===== src/rtl/core/dcw_pkg.sv =====
`timescale 1ns / 1ps
// ----------------------------------------------------------------------------
// dcw_pkg
// Shared types, constants and the code-to-length table for the chain walker.
// ----------------------------------------------------------------------------
package dcw_pkg;

    localparam int unsigned ADDR_W   = 24;
    localparam int unsigned LEN_W    = 8;
    localparam int unsigned STEPS_W  = 16;
    localparam int unsigned WSTEP_W  = 17;
    localparam int unsigned CNT_W    = 32;
    localparam int unsigned TAG_W    = 32;
    localparam int unsigned CODE_W   = 8;
    localparam int unsigned CFG_IDX_W  = 2;
    localparam int unsigned CFG_DATA_W = 24;
    localparam int unsigned IN_DATA_W  = 64;
    localparam int unsigned OUT_DATA_W = 224;

    localparam logic [ADDR_W-1:0] END_LINK = 24'hFF_FFFF;

    localparam logic [ADDR_W-1:0]  RAM_LIMIT_RST = 24'h20_0000;
    localparam logic [LEN_W-1:0]   MAX_LEN_RST   = 8'd32;
    localparam logic [STEPS_W-1:0] MAX_STEPS_RST = 16'd5120;

    localparam logic [CFG_IDX_W-1:0] REG_RAM_LIMIT = 2'd0;
    localparam logic [CFG_IDX_W-1:0] REG_MAX_LEN   = 2'd1;
    localparam logic [CFG_IDX_W-1:0] REG_MAX_STEPS = 2'd2;

    localparam logic FUNC_START = 1'b0;
    localparam logic FUNC_TAG   = 1'b1;

    typedef enum logic [2:0] {
        ST_CONTINUE    = 3'd0,
        ST_COMPLETE    = 3'd1,
        ST_ABORT_LEN   = 3'd2,
        ST_ABORT_RANGE = 3'd3,
        ST_ABORT_ALIGN = 3'd4,
        ST_ABORT_STEPS = 3'd5,
        ST_IGNORED     = 3'd6
    } status_t;

    typedef struct packed {
        logic [ADDR_W-1:0]  ram_limit;
        logic [LEN_W-1:0]   max_len;
        logic [STEPS_W-1:0] max_steps;
    } cfg_t;

    typedef struct packed {
        logic               func;
        logic [ADDR_W-1:0]  start_addr;
        logic [TAG_W-1:0]   tag_word;
        logic [CODE_W-1:0]  prim_code;
    } beat_t;

    typedef struct packed {
        logic [ADDR_W-1:0] fetch_addr;
        logic              emit_packet;
        logic [ADDR_W-1:0] packet_addr;
        logic [LEN_W-1:0]  packet_len;
        logic              length_mismatch;
        status_t           walk_status;
        logic [CNT_W-1:0]  packet_total;
        logic [CNT_W-1:0]  step_total;
        logic [CNT_W-1:0]  mismatch_total;
        logic [CNT_W-1:0]  abort_total;
        logic [TAG_W-1:0]  last_tag;
    } result_t;

    // Expected payload length for a primitive code; zero when unknown.
    function automatic logic [LEN_W-1:0] expected_len(input logic [CODE_W-1:0] code);
        logic [LEN_W-1:0] len;
        len = '0;
        case (code & 8'hFC)
            8'h20:   len = 8'd4;
            8'h28:   len = 8'd5;
            8'h24:   len = 8'd7;
            8'h2C:   len = 8'd9;
            8'h30:   len = 8'd6;
            8'h38:   len = 8'd8;
            8'h34:   len = 8'd9;
            8'h3C:   len = 8'd12;
            8'h64:   len = 8'd4;
            8'h74:   len = 8'd3;
            8'h7C:   len = 8'd3;
            8'h60:   len = 8'd3;
            default: len = (code == 8'hE1) ? 8'd1 : 8'd0;
        endcase
        return len;
    endfunction

endpackage


===== src/rtl/core/dcw_cfg_regs.sv =====
`timescale 1ns / 1ps
// ----------------------------------------------------------------------------
// dcw_cfg_regs
// Limit registers written over the configuration channel.
// ----------------------------------------------------------------------------
module dcw_cfg_regs
(
    input  logic                             clk,
    input  logic                             rst_n,
    input  logic                             cfg_valid,
    output logic                             cfg_ready,
    input  logic [dcw_pkg::CFG_IDX_W-1:0]    cfg_index,
    input  logic [dcw_pkg::CFG_DATA_W-1:0]   cfg_data,
    output dcw_pkg::cfg_t                    cfg
);

    dcw_pkg::cfg_t cfg_reg;

    assign cfg_ready = 1'b1;
    assign cfg       = cfg_reg;

    always_ff @(posedge clk or negedge rst_n)
    begin
        if (!rst_n)
        begin
            cfg_reg.ram_limit <= dcw_pkg::RAM_LIMIT_RST;
            cfg_reg.max_len   <= dcw_pkg::MAX_LEN_RST;
            cfg_reg.max_steps <= dcw_pkg::MAX_STEPS_RST;
        end
        else if (cfg_valid)
        begin
            case (cfg_index)
                dcw_pkg::REG_RAM_LIMIT: cfg_reg.ram_limit <= cfg_data[dcw_pkg::ADDR_W-1:0];
                dcw_pkg::REG_MAX_LEN:   cfg_reg.max_len   <= cfg_data[dcw_pkg::LEN_W-1:0];
                dcw_pkg::REG_MAX_STEPS: cfg_reg.max_steps <= cfg_data[dcw_pkg::STEPS_W-1:0];
                default:                cfg_reg           <= cfg_reg;
            endcase
        end
    end

endmodule


===== src/rtl/core/dcw_in_reg.sv =====
`timescale 1ns / 1ps
// ----------------------------------------------------------------------------
// dcw_in_reg
// Input register: holds one accepted beat until the walk logic consumes it.
// ----------------------------------------------------------------------------
module dcw_in_reg
(
    input  logic          clk,
    input  logic          rst_n,
    input  logic          s_tvalid,
    output logic          s_tready,
    input  dcw_pkg::beat_t s_beat,
    input  logic          advance,
    output logic          beat_valid,
    output dcw_pkg::beat_t beat
);

    logic           valid_reg;
    dcw_pkg::beat_t beat_reg;

    assign s_tready   = !valid_reg || advance;
    assign beat_valid = valid_reg;
    assign beat       = beat_reg;

    always_ff @(posedge clk or negedge rst_n)
    begin
        if (!rst_n)
        begin
            valid_reg <= 1'b0;
        end
        else if (s_tready)
        begin
            valid_reg <= s_tvalid;
        end
    end

    always_ff @(posedge clk)
    begin
        if (s_tready && s_tvalid)
        begin
            beat_reg <= s_beat;
        end
    end

endmodule


===== src/rtl/core/dcw_walk_core.sv =====
`timescale 1ns / 1ps
// ----------------------------------------------------------------------------
// dcw_walk_core
// Walk state, running counters and the per-tag check logic.
// ----------------------------------------------------------------------------
module dcw_walk_core
(
    input  logic             clk,
    input  logic             rst_n,
    input  dcw_pkg::cfg_t    cfg,
    input  dcw_pkg::beat_t   beat,
    input  logic             advance,
    output dcw_pkg::result_t result
);

    logic                           walking_reg, walking_next;
    logic [dcw_pkg::ADDR_W-1:0]     cur_addr_reg, cur_addr_next;
    logic [dcw_pkg::WSTEP_W-1:0]    wsteps_reg, wsteps_next;
    logic [dcw_pkg::CNT_W-1:0]      pkt_cnt_reg, pkt_cnt_next;
    logic [dcw_pkg::CNT_W-1:0]      step_cnt_reg, step_cnt_next;
    logic [dcw_pkg::CNT_W-1:0]      mism_cnt_reg, mism_cnt_next;
    logic [dcw_pkg::CNT_W-1:0]      abort_cnt_reg, abort_cnt_next;
    logic [dcw_pkg::TAG_W-1:0]      last_tag_reg, last_tag_next;

    logic [dcw_pkg::LEN_W-1:0]      len;
    logic [dcw_pkg::ADDR_W-1:0]     link;
    logic [dcw_pkg::LEN_W-1:0]      exp_len;
    logic [dcw_pkg::WSTEP_W-1:0]    wsteps_inc;
    dcw_pkg::status_t               status;
    logic [dcw_pkg::ADDR_W-1:0]     fetch;
    logic                           emit;
    logic                           mism;

    assign len        = beat.tag_word[dcw_pkg::TAG_W-1:dcw_pkg::ADDR_W];
    assign link       = beat.tag_word[dcw_pkg::ADDR_W-1:0];
    assign exp_len    = dcw_pkg::expected_len(beat.prim_code);
    assign wsteps_inc = wsteps_reg + 1'b1;

    always_comb
    begin
        walking_next   = walking_reg;
        cur_addr_next  = cur_addr_reg;
        wsteps_next    = wsteps_reg;
        pkt_cnt_next   = pkt_cnt_reg;
        step_cnt_next  = step_cnt_reg;
        mism_cnt_next  = mism_cnt_reg;
        abort_cnt_next = abort_cnt_reg;
        last_tag_next  = last_tag_reg;
        fetch          = '0;
        emit           = 1'b0;
        mism           = 1'b0;
        status         = dcw_pkg::ST_CONTINUE;

        if (beat.func == dcw_pkg::FUNC_START)
        begin
            walking_next  = 1'b1;
            cur_addr_next = beat.start_addr;
            wsteps_next   = '0;
            fetch         = beat.start_addr;
        end
        else if (!walking_reg)
        begin
            status = dcw_pkg::ST_IGNORED;
        end
        else
        begin
            last_tag_next = beat.tag_word;
            if (len > cfg.max_len)
            begin
                status = dcw_pkg::ST_ABORT_LEN;
            end
            else
            begin
                if (len != '0)
                begin
                    emit         = 1'b1;
                    pkt_cnt_next = pkt_cnt_reg + 1'b1;
                    if (exp_len != '0 && exp_len != len)
                    begin
                        mism          = 1'b1;
                        mism_cnt_next = mism_cnt_reg + 1'b1;
                    end
                end
                if (link == dcw_pkg::END_LINK)
                begin
                    status = dcw_pkg::ST_COMPLETE;
                end
                else if (link >= cfg.ram_limit)
                begin
                    status = dcw_pkg::ST_ABORT_RANGE;
                end
                else if (link[1:0] != 2'b00)
                begin
                    status = dcw_pkg::ST_ABORT_ALIGN;
                end
                else
                begin
                    wsteps_next   = wsteps_inc;
                    step_cnt_next = step_cnt_reg + 1'b1;
                    if (wsteps_inc > {1'b0, cfg.max_steps})
                    begin
                        status = dcw_pkg::ST_ABORT_STEPS;
                    end
                    else
                    begin
                        fetch         = link;
                        cur_addr_next = link;
                    end
                end
            end
            if (status != dcw_pkg::ST_CONTINUE)
            begin
                walking_next = 1'b0;
                if (status != dcw_pkg::ST_COMPLETE)
                begin
                    abort_cnt_next = abort_cnt_reg + 1'b1;
                end
            end
        end
    end

    always_comb
    begin
        result.fetch_addr      = fetch;
        result.emit_packet     = emit;
        result.packet_addr     = (beat.func == dcw_pkg::FUNC_START) ? beat.start_addr
                                                                    : cur_addr_reg;
        result.packet_len      = (beat.func == dcw_pkg::FUNC_TAG && walking_reg) ? len : '0;
        result.length_mismatch = mism;
        result.walk_status     = status;
        result.packet_total    = pkt_cnt_next;
        result.step_total      = step_cnt_next;
        result.mismatch_total  = mism_cnt_next;
        result.abort_total     = abort_cnt_next;
        result.last_tag        = last_tag_next;
    end

    always_ff @(posedge clk or negedge rst_n)
    begin
        if (!rst_n)
        begin
            walking_reg   <= 1'b0;
            cur_addr_reg  <= '0;
            wsteps_reg    <= '0;
            pkt_cnt_reg   <= '0;
            step_cnt_reg  <= '0;
            mism_cnt_reg  <= '0;
            abort_cnt_reg <= '0;
            last_tag_reg  <= '0;
        end
        else if (advance)
        begin
            walking_reg   <= walking_next;
            cur_addr_reg  <= cur_addr_next;
            wsteps_reg    <= wsteps_next;
            pkt_cnt_reg   <= pkt_cnt_next;
            step_cnt_reg  <= step_cnt_next;
            mism_cnt_reg  <= mism_cnt_next;
            abort_cnt_reg <= abort_cnt_next;
            last_tag_reg  <= last_tag_next;
        end
    end

endmodule


===== src/rtl/core/dcw_out_reg.sv =====
`timescale 1ns / 1ps
// ----------------------------------------------------------------------------
// dcw_out_reg
// Result register on the master side; loads while the previous beat leaves.
// ----------------------------------------------------------------------------
module dcw_out_reg
(
    input  logic             clk,
    input  logic             rst_n,
    input  logic             beat_valid,
    input  dcw_pkg::result_t result,
    output logic             advance,
    output logic             m_tvalid,
    input  logic             m_tready,
    output dcw_pkg::result_t m_result
);

    logic             valid_reg;
    dcw_pkg::result_t result_reg;

    assign advance  = beat_valid && (!valid_reg || m_tready);
    assign m_tvalid = valid_reg;
    assign m_result = result_reg;

    always_ff @(posedge clk or negedge rst_n)
    begin
        if (!rst_n)
        begin
            valid_reg <= 1'b0;
        end
        else if (!valid_reg || m_tready)
        begin
            valid_reg <= beat_valid;
        end
    end

    always_ff @(posedge clk)
    begin
        if (advance)
        begin
            result_reg <= result;
        end
    end

endmodule


===== src/rtl/core/descriptor_chain_walker.sv =====
`timescale 1ns / 1ps
// ----------------------------------------------------------------------------
// descriptor_chain_walker
// Follows a linked chain of packet descriptors, one fetched tag per beat.
//
// Channel | Direction | Signals
// s_*     | in        | tvalid, tready, tuser = func, tdata = start/tag/code
// m_*     | out       | tvalid, tready, tdata = result fields
// cfg_*   | in        | valid, ready, index, data (limit registers)
//
// One beat per cycle while m_tready is high; each result passes through the input
// register and then the result register around the check logic.
// Async active-low reset clears walk state and counters and loads default limits.
// m_tready low holds the result register; one more beat waits in the input
// register before s_tready drops. cfg_ready is always high.
// ----------------------------------------------------------------------------
module descriptor_chain_walker
(
    input  logic                                clk,
    input  logic                                rst_n,
    input  logic                                s_tvalid,
    output logic                                s_tready,
    // [0] func
    input  logic                                s_tuser,
    // [23:0] start_addr, [55:24] tag_word, [63:56] prim_code
    input  logic [dcw_pkg::IN_DATA_W-1:0]       s_tdata,
    output logic                                m_tvalid,
    input  logic                                m_tready,
    // [23:0] fetch_addr, [24] emit_packet, [48:25] packet_addr,
    // [56:49] packet_len, [57] length_mismatch, [60:58] walk_status,
    // [92:61] packet_total, [124:93] step_total, [156:125] mismatch_total,
    // [188:157] abort_total, [220:189] last_tag, [223:221] zero
    output logic [dcw_pkg::OUT_DATA_W-1:0]      m_tdata,
    input  logic                                cfg_valid,
    output logic                                cfg_ready,
    input  logic [dcw_pkg::CFG_IDX_W-1:0]       cfg_index,
    input  logic [dcw_pkg::CFG_DATA_W-1:0]      cfg_data
);

    dcw_pkg::cfg_t    cfg;
    dcw_pkg::beat_t   s_beat;
    dcw_pkg::beat_t   beat;
    dcw_pkg::result_t result;
    dcw_pkg::result_t m_result;
    logic             beat_valid;
    logic             advance;

    assign s_beat.func       = s_tuser;
    assign s_beat.start_addr = s_tdata[23:0];
    assign s_beat.tag_word   = s_tdata[55:24];
    assign s_beat.prim_code  = s_tdata[63:56];

    assign m_tdata = {3'b000,
                      m_result.last_tag,
                      m_result.abort_total,
                      m_result.mismatch_total,
                      m_result.step_total,
                      m_result.packet_total,
                      m_result.walk_status,
                      m_result.length_mismatch,
                      m_result.packet_len,
                      m_result.packet_addr,
                      m_result.emit_packet,
                      m_result.fetch_addr};

    dcw_cfg_regs u_cfg_regs
    (
        .clk       (clk),
        .rst_n     (rst_n),
        .cfg_valid (cfg_valid),
        .cfg_ready (cfg_ready),
        .cfg_index (cfg_index),
        .cfg_data  (cfg_data),
        .cfg       (cfg)
    );

    dcw_in_reg u_in_reg
    (
        .clk        (clk),
        .rst_n      (rst_n),
        .s_tvalid   (s_tvalid),
        .s_tready   (s_tready),
        .s_beat     (s_beat),
        .advance    (advance),
        .beat_valid (beat_valid),
        .beat       (beat)
    );

    dcw_walk_core u_walk_core
    (
        .clk     (clk),
        .rst_n   (rst_n),
        .cfg     (cfg),
        .beat    (beat),
        .advance (advance),
        .result  (result)
    );

    dcw_out_reg u_out_reg
    (
        .clk        (clk),
        .rst_n      (rst_n),
        .beat_valid (beat_valid),
        .result     (result),
        .advance    (advance),
        .m_tvalid   (m_tvalid),
        .m_tready   (m_tready),
        .m_result   (m_result)
    );

endmodule

===== config.mk =====
export PLATFORM = sky130hd
export DESIGN_NAME = descriptor_chain_walker
export DESIGN_NICKNAME = d
export VERILOG_FILES = /design/src/rtl/core/dcw_pkg.sv /design/src/rtl/core/dcw_cfg_regs.sv /design/src/rtl/core/dcw_in_reg.sv /design/src/rtl/core/dcw_walk_core.sv /design/src/rtl/core/dcw_out_reg.sv /design/src/rtl/core/descriptor_chain_walker.sv
export SDC_FILE = /design/constraint.sdc
export NUM_CORES = 1
export LEC_CHECK = 0
export BUFFER_PORTS_ARGS = -buffer_cell sky130_fd_sc_hd__buf_2
export CORE_MARGIN = 1
export CORE_UTILIZATION = 25
export CTS_CLUSTER_SIZE = 14
export DETAILED_ROUTE_END_ITERATION = 10
export GPL_ROUTABILITY_DRIVEN = 0
export GPL_TIMING_DRIVEN = 0
export SETUP_SLACK_MARGIN = 0.4
export SYNTH_ARGS = -nofsm -noshare
export SYNTH_HDL_FRONTEND = slang
export SYNTH_SLANG_ARGS = --single-unit

===== constraint.sdc =====
create_clock -name clk -period 10.55 [get_ports clk]
set_clock_uncertainty 0.2 [all_clocks]
set_input_delay 1.055 -clock clk [delete_from_list [all_inputs] [get_ports clk]]
set_output_delay 1.055 -clock clk [all_outputs]
set_load 0.01 [all_outputs]

# Yosys cells after proc, flatten, opt, wreduce, memory -nomap -nowiden
# Cells that the tools add are included.
# word_totals
ff_bits	538
latchBits	0
mem_bits_rw	0
rom_bits	0
elab_cells	145
n_memories	0
# classes
add_sub_neg	5
multipliers	0
n_div	0
n_lt_le_gt_ge	3
eq_ne	24
shifts	0
mux	57
bitwise	3
n_reduce_logical	24
# ops
cell	count
2-to-1 mux 32 bit	21
2-to-1 mux 24 bit	15
adder 32 x 1 -> 32 bit (second input constant)	4
2-to-1 mux 17 bit	6
case mux 8 bit (8 select lines)	1
equality test 6 x 4 -> 1 bit (second input constant)	8
equality test 24 bit (second input constant)	1
equality test 6 x 5 -> 1 bit (second input constant)	4
greater-or-equal comparator 24 bit	1
2-to-1 mux 3 bit	8
adder 17 x 1 -> 17 bit (second input constant)	1
greater-than comparator 17 x 16 -> 1 bit	1
nonzero test 8 bit	2
inequality test 2 bit (second input constant)	5
equality test 8 bit (second input constant)	1
greater-than comparator 8 bit	1
inequality test 8 bit	1
AND reduction 2 bit	4
AND reduction 7 bit	1
2-to-1 mux 1 bit	6
AND reduction 6 bit	1
OR reduction 3 bit	2
logical AND 1 bit	4
OR reduction 2 bit	2
other kinds (11)	15

# Logic depth before layout (Yosys ltp)
# depth
depth_word	14
mapped_depth	17
mapped_depth_nobuf	15

# Cells and area by module
# From an unflattened synthesis, not the netlist that was laid out.
# unflattened
cells_unflattened	1948
area_unflattened_um2	24568.6
# modules_own_cells
mod	instances	cells_per_inst	area_per_inst_um2	seq_area_each_um2
dcw_walk_core	1	1546	14034.7	5054.8
dcw_out_reg	1	225	6680.2	6661.4
dcw_in_reg	1	69	2005.7	1976.9
dcw_cfg_regs	1	104	1821.7	1206.2
descriptor_chain_walker	1	4	26.3	0.0

# Worst setup path after synthesis
# No wires, ideal clock.
# synth_timing
path_kind	input to register
startpoint	input port m_tready
endpoint	register u_out_reg.result_reg, in the netlist u_out_reg.m_result[0], enable pin
t_arrival_ns	7.943
slack_ns	1.737
cell_stages	5
path_buffers	2
path_cell_list	nand2b_1 -> nand2_1 -> inv_1 -> clkbuf_1 -> buf_1
# synth_between
elab_chain_len	2
# synth_rtl
item	line	text
from (decl)	descriptor_chain_walker.sv:28	input logic m_tready,
logical OR 1 bit	dcw_out_reg.sv:21	assign advance = beat_valid && (!valid_reg || m_tready);
logical AND 1 bit	dcw_out_reg.sv:21	
net advance	descriptor_chain_walker.sv:46	logic advance;
to (signal assigned)	dcw_out_reg.sv:41	result_reg <= result;
to (decl)	dcw_out_reg.sv:19	dcw_pkg::result_t result_reg;
# The timed path passes the listed nets, and every way through them passes these cells.
# A chain may end at the register's enable or synchronous reset.

==> impl_metrics.py <==
metrics = {
    "worst_setup_path": {
        "rrSetupSlack_ns": 5.48,
        "reg2reg_to": "u_out_reg.m_result[44]",
        "crit_path_max_fanout": 10,
        "end_kind": "register",
        "critPathKind": "reg -> reg",
        "crit_required_ns": 10.70,
        "arrival_ns": 5.21,
        "timing.rr.start": "u_walk_core.wsteps_reg[2]",
        "cp-start-kind": "register",
        "rr_worst_depth": 15,
    },
    "cts": {
        "clock_latency_ns": 0.64,
        "htreeDepth": 2,
        "cts_tree": "built",
        "cts_setup_buffers": 0,
        "cts.sinks": 538,
        "cts_resized": 0,
        "numCtsBuffers": 61,
        "clk_path_buf_depth": 3,
        "postCtsHoldBufs": 0,
        "path_clk_slew_ns": 0.06,
        "root_buffer": "clkbuf_16",
    },
    "sta": {
        "fin_crit_sh": 0.480,
        "period_needed_ns": 5.07,
        "worst_pin_slew_ns": 1.12,
        "setup_tns_ns": 0,
        "slew_violations": 0,
        "worst_hold_slack_ns": 0.196,
        "rsz0062_at_grt": "false",
        "setup_ws_ns": 5.48,
        "timing.slew.headroom": 0.246,
        "max_freq_mhz": 197,
        "setup_viol": 0,
        "finalHoldViolCount": 0,
    },
    "floorplan": {
        "coreArea_um2": 96700,
        "start_util": 0.252,
        "io_pins": 323,
        "die_h_um": 314,
        "die_w_um": 314,
        "dieArea_um2": 98800,
        "rows": 114,
    },
    "yosys": {
        "yosys.area_share.xor_xnor": 0.0944,
        "synthMuxAreaShare": 0.0355,
        "synth_top_family_by_area": "simple AND/OR/NAND/NOR gates",
        "syn_area_um2": 24400,
        "yosys.area_share.simple": 0.147,
        "ys.flop_type": "edfxtp_1",
        "synth_compound_area_frac": 0.0578,
        "yosysSeqAreaShare": 0.611,
        "avgSynthCellArea_um2": 12.0,
        "synth_seq_cells": 538,
        "synth_edf_count": 286,
        "synth_fa_ha_area_frac": 0.0272,
        "synthCells": 2029,
        "synthArstFlopShare": 0.468,
        "yosysUniqueCellTypes": 69,
        "yosys_warnings": 0,
    },
    "global_routing": {
        "grt_max_degree": 108,
        "grt_pass1_wl_um": 107000,
        "overflow": 0,
        "grt_pass1_vias": 16322,
        "antenna_found_initial": 23,
        "grt_use_total": 0.146,
    },
    "drt": {
        "routed_via_density": 4.53,
        "drt_wl_total_um": 73700,
        "postRouteAntennaNets": 0,
        "drc": 0,
        "via_count": 17003,
        "routedWlPerCell_um": 19.6,
        "drtPass1Iterations": 5,
        "drt_iter0_drc": 1238,
    },
    "power": {
        "max-vdd-ir-drop_mv": 0.151,
        "p_leak_uw": 0.0128,
        "power.density_nw_per_um2": 188,
    },
    "finish": {
        "final_cell_mix": "buf_2 (341), edfxtp_1 (286), nand2_1 (268), dfrtp_1 (248), xnor2_1 (158)",
        "drive_above_1_share": 0.231,
        "syn_to_final_growth_pct": 23.0,
        "final_common_cell": "buf_2",
        "largest_register_ffs": 221,
        "fin_nets": 2571,
        "fin_cells": 3755,
    },
    "flow_run": {
        "cap_viol_max_count": 0,
    },
    "outcome": {
        "status": "completed",
    },
    "min_path": {
        "holdCritPathClass": "in -> async",
    },
    "place": {
        "dpl.cell_count": 3635,
        "dp_slack_ns": 5.22,
        "io_buffers": 318,
        "hpwlAfterDp_um": 54000,
    },
}
[logic make-up after synthesis]
logic type / count (synthesis)
and+or+nand+nor: 743
DFF: 538
AOI/OAI and AO/OA: 196
xor gates and xnor gates: 263
other: 2
buffers and inverters: 157
muxes: 77
adders and majority gates: 53
[Yosys cell counts, drive strengths merged (4+ instances only)]
master	count	area [um^2]
or4	6	52.6
nor2	147	552
and2	15	93.8
edfxtp	286	8590
xor2	105	920
nand3	88	445
a32o	11	110
inv	60	225
o22a	23	201
o22ai	4	31.3
buf	41	220
nor3b	4	30.0
a211oi	6	55.1
a21o	18	135
and4	11	96.3
ha	53	663
mux2	77	867
nand4	61	388
and3	53	332
clkbuf	56	211
o211ai	6	50.1
nor3	43	215
a21oi	45	236
nand2b	8	50.1
nor4	18	169
o21ai	40	200
a22o	22	193
nand2	268	1010
dfstp	4	105
nor2b	10	62.6
dfrtp	248	6210
xnor2	158	1380
[area by class of cell]
cell class | instances | area, um^2
plain buffers | 97 | 433
repair buffers | 328 | 1820
fillers | 9876 | 66700
clock inverters | 39 | 502
multi-input cells | 1336 | 8850
inverters | 60 | 225
diodes | 5 | 12.5
well taps | 1276 | 1600
flip-flops and latches | 538 | 14900
clock buffers | 76 | 1680
[where the power goes]
part	switching, uW	internal [uW]	total, uW
clock	926	1380	2300
sequential	135	2470	2610
combinational	449	285	734
total	1510	4140	5650
[worst max-delay path, cell delays in order, from the launching register on]
cell       delay (ns)
dfrtp_1          0.43
and3_1           0.26
and3_1           0.30
nand3_1          0.23
nor2_1           0.20
xnor2_1          0.19
ha_1             0.30
a21o_1           0.17
a211o_1          0.30
a211oi_1         0.16
a21boi_0         0.30
nor4_2           0.40
a2bb2oi_1        0.68
buf_2            0.39
nor2_1           0.09
xor2_1           0.17
[stage by stage]
stage | cell area, um^2 | power (uW) | util
final | 30000 | 5650 | 0.310
after global routing | 30000 | 5890 | 0.310
after CTS | 30000 | 5720 | 0.310
after detailed placement | 27800 | 3390 | 0.288
after global placement | 27600 | 3390 | 0.285
after floorplan | 24400 | 3060 | -
[worst max-delay path by stage]
stage / from / to / cells after the start
4_1_cts: u_walk_core.wsteps_reg[2] / u_out_reg.m_result[220] / 13
5_1_grt: u_walk_core.wsteps_reg[2] / u_out_reg.m_result[47] / 15
3_5_place_dp: m_tready / u_out_reg.m_result[180] / 9
2_1_floorplan: m_tready / u_out_reg.m_result[0] / 5
3_3_place_gp: m_tready / u_out_reg.m_result[208] / 6
6_report: u_walk_core.wsteps_reg[2] / u_out_reg.m_result[44] / 15
[layer usage]
metal	up-vias	share of wire	global-route usage
li1	7990	-	-
met1	8265	0.44	0.193
met2	586	0.45	0.230
met3	134	0.084	0.0418
met4	28	0.026	0.0420
met5	-	0.0024	0
Note: power is estimated with default switching activity, not from simulation.
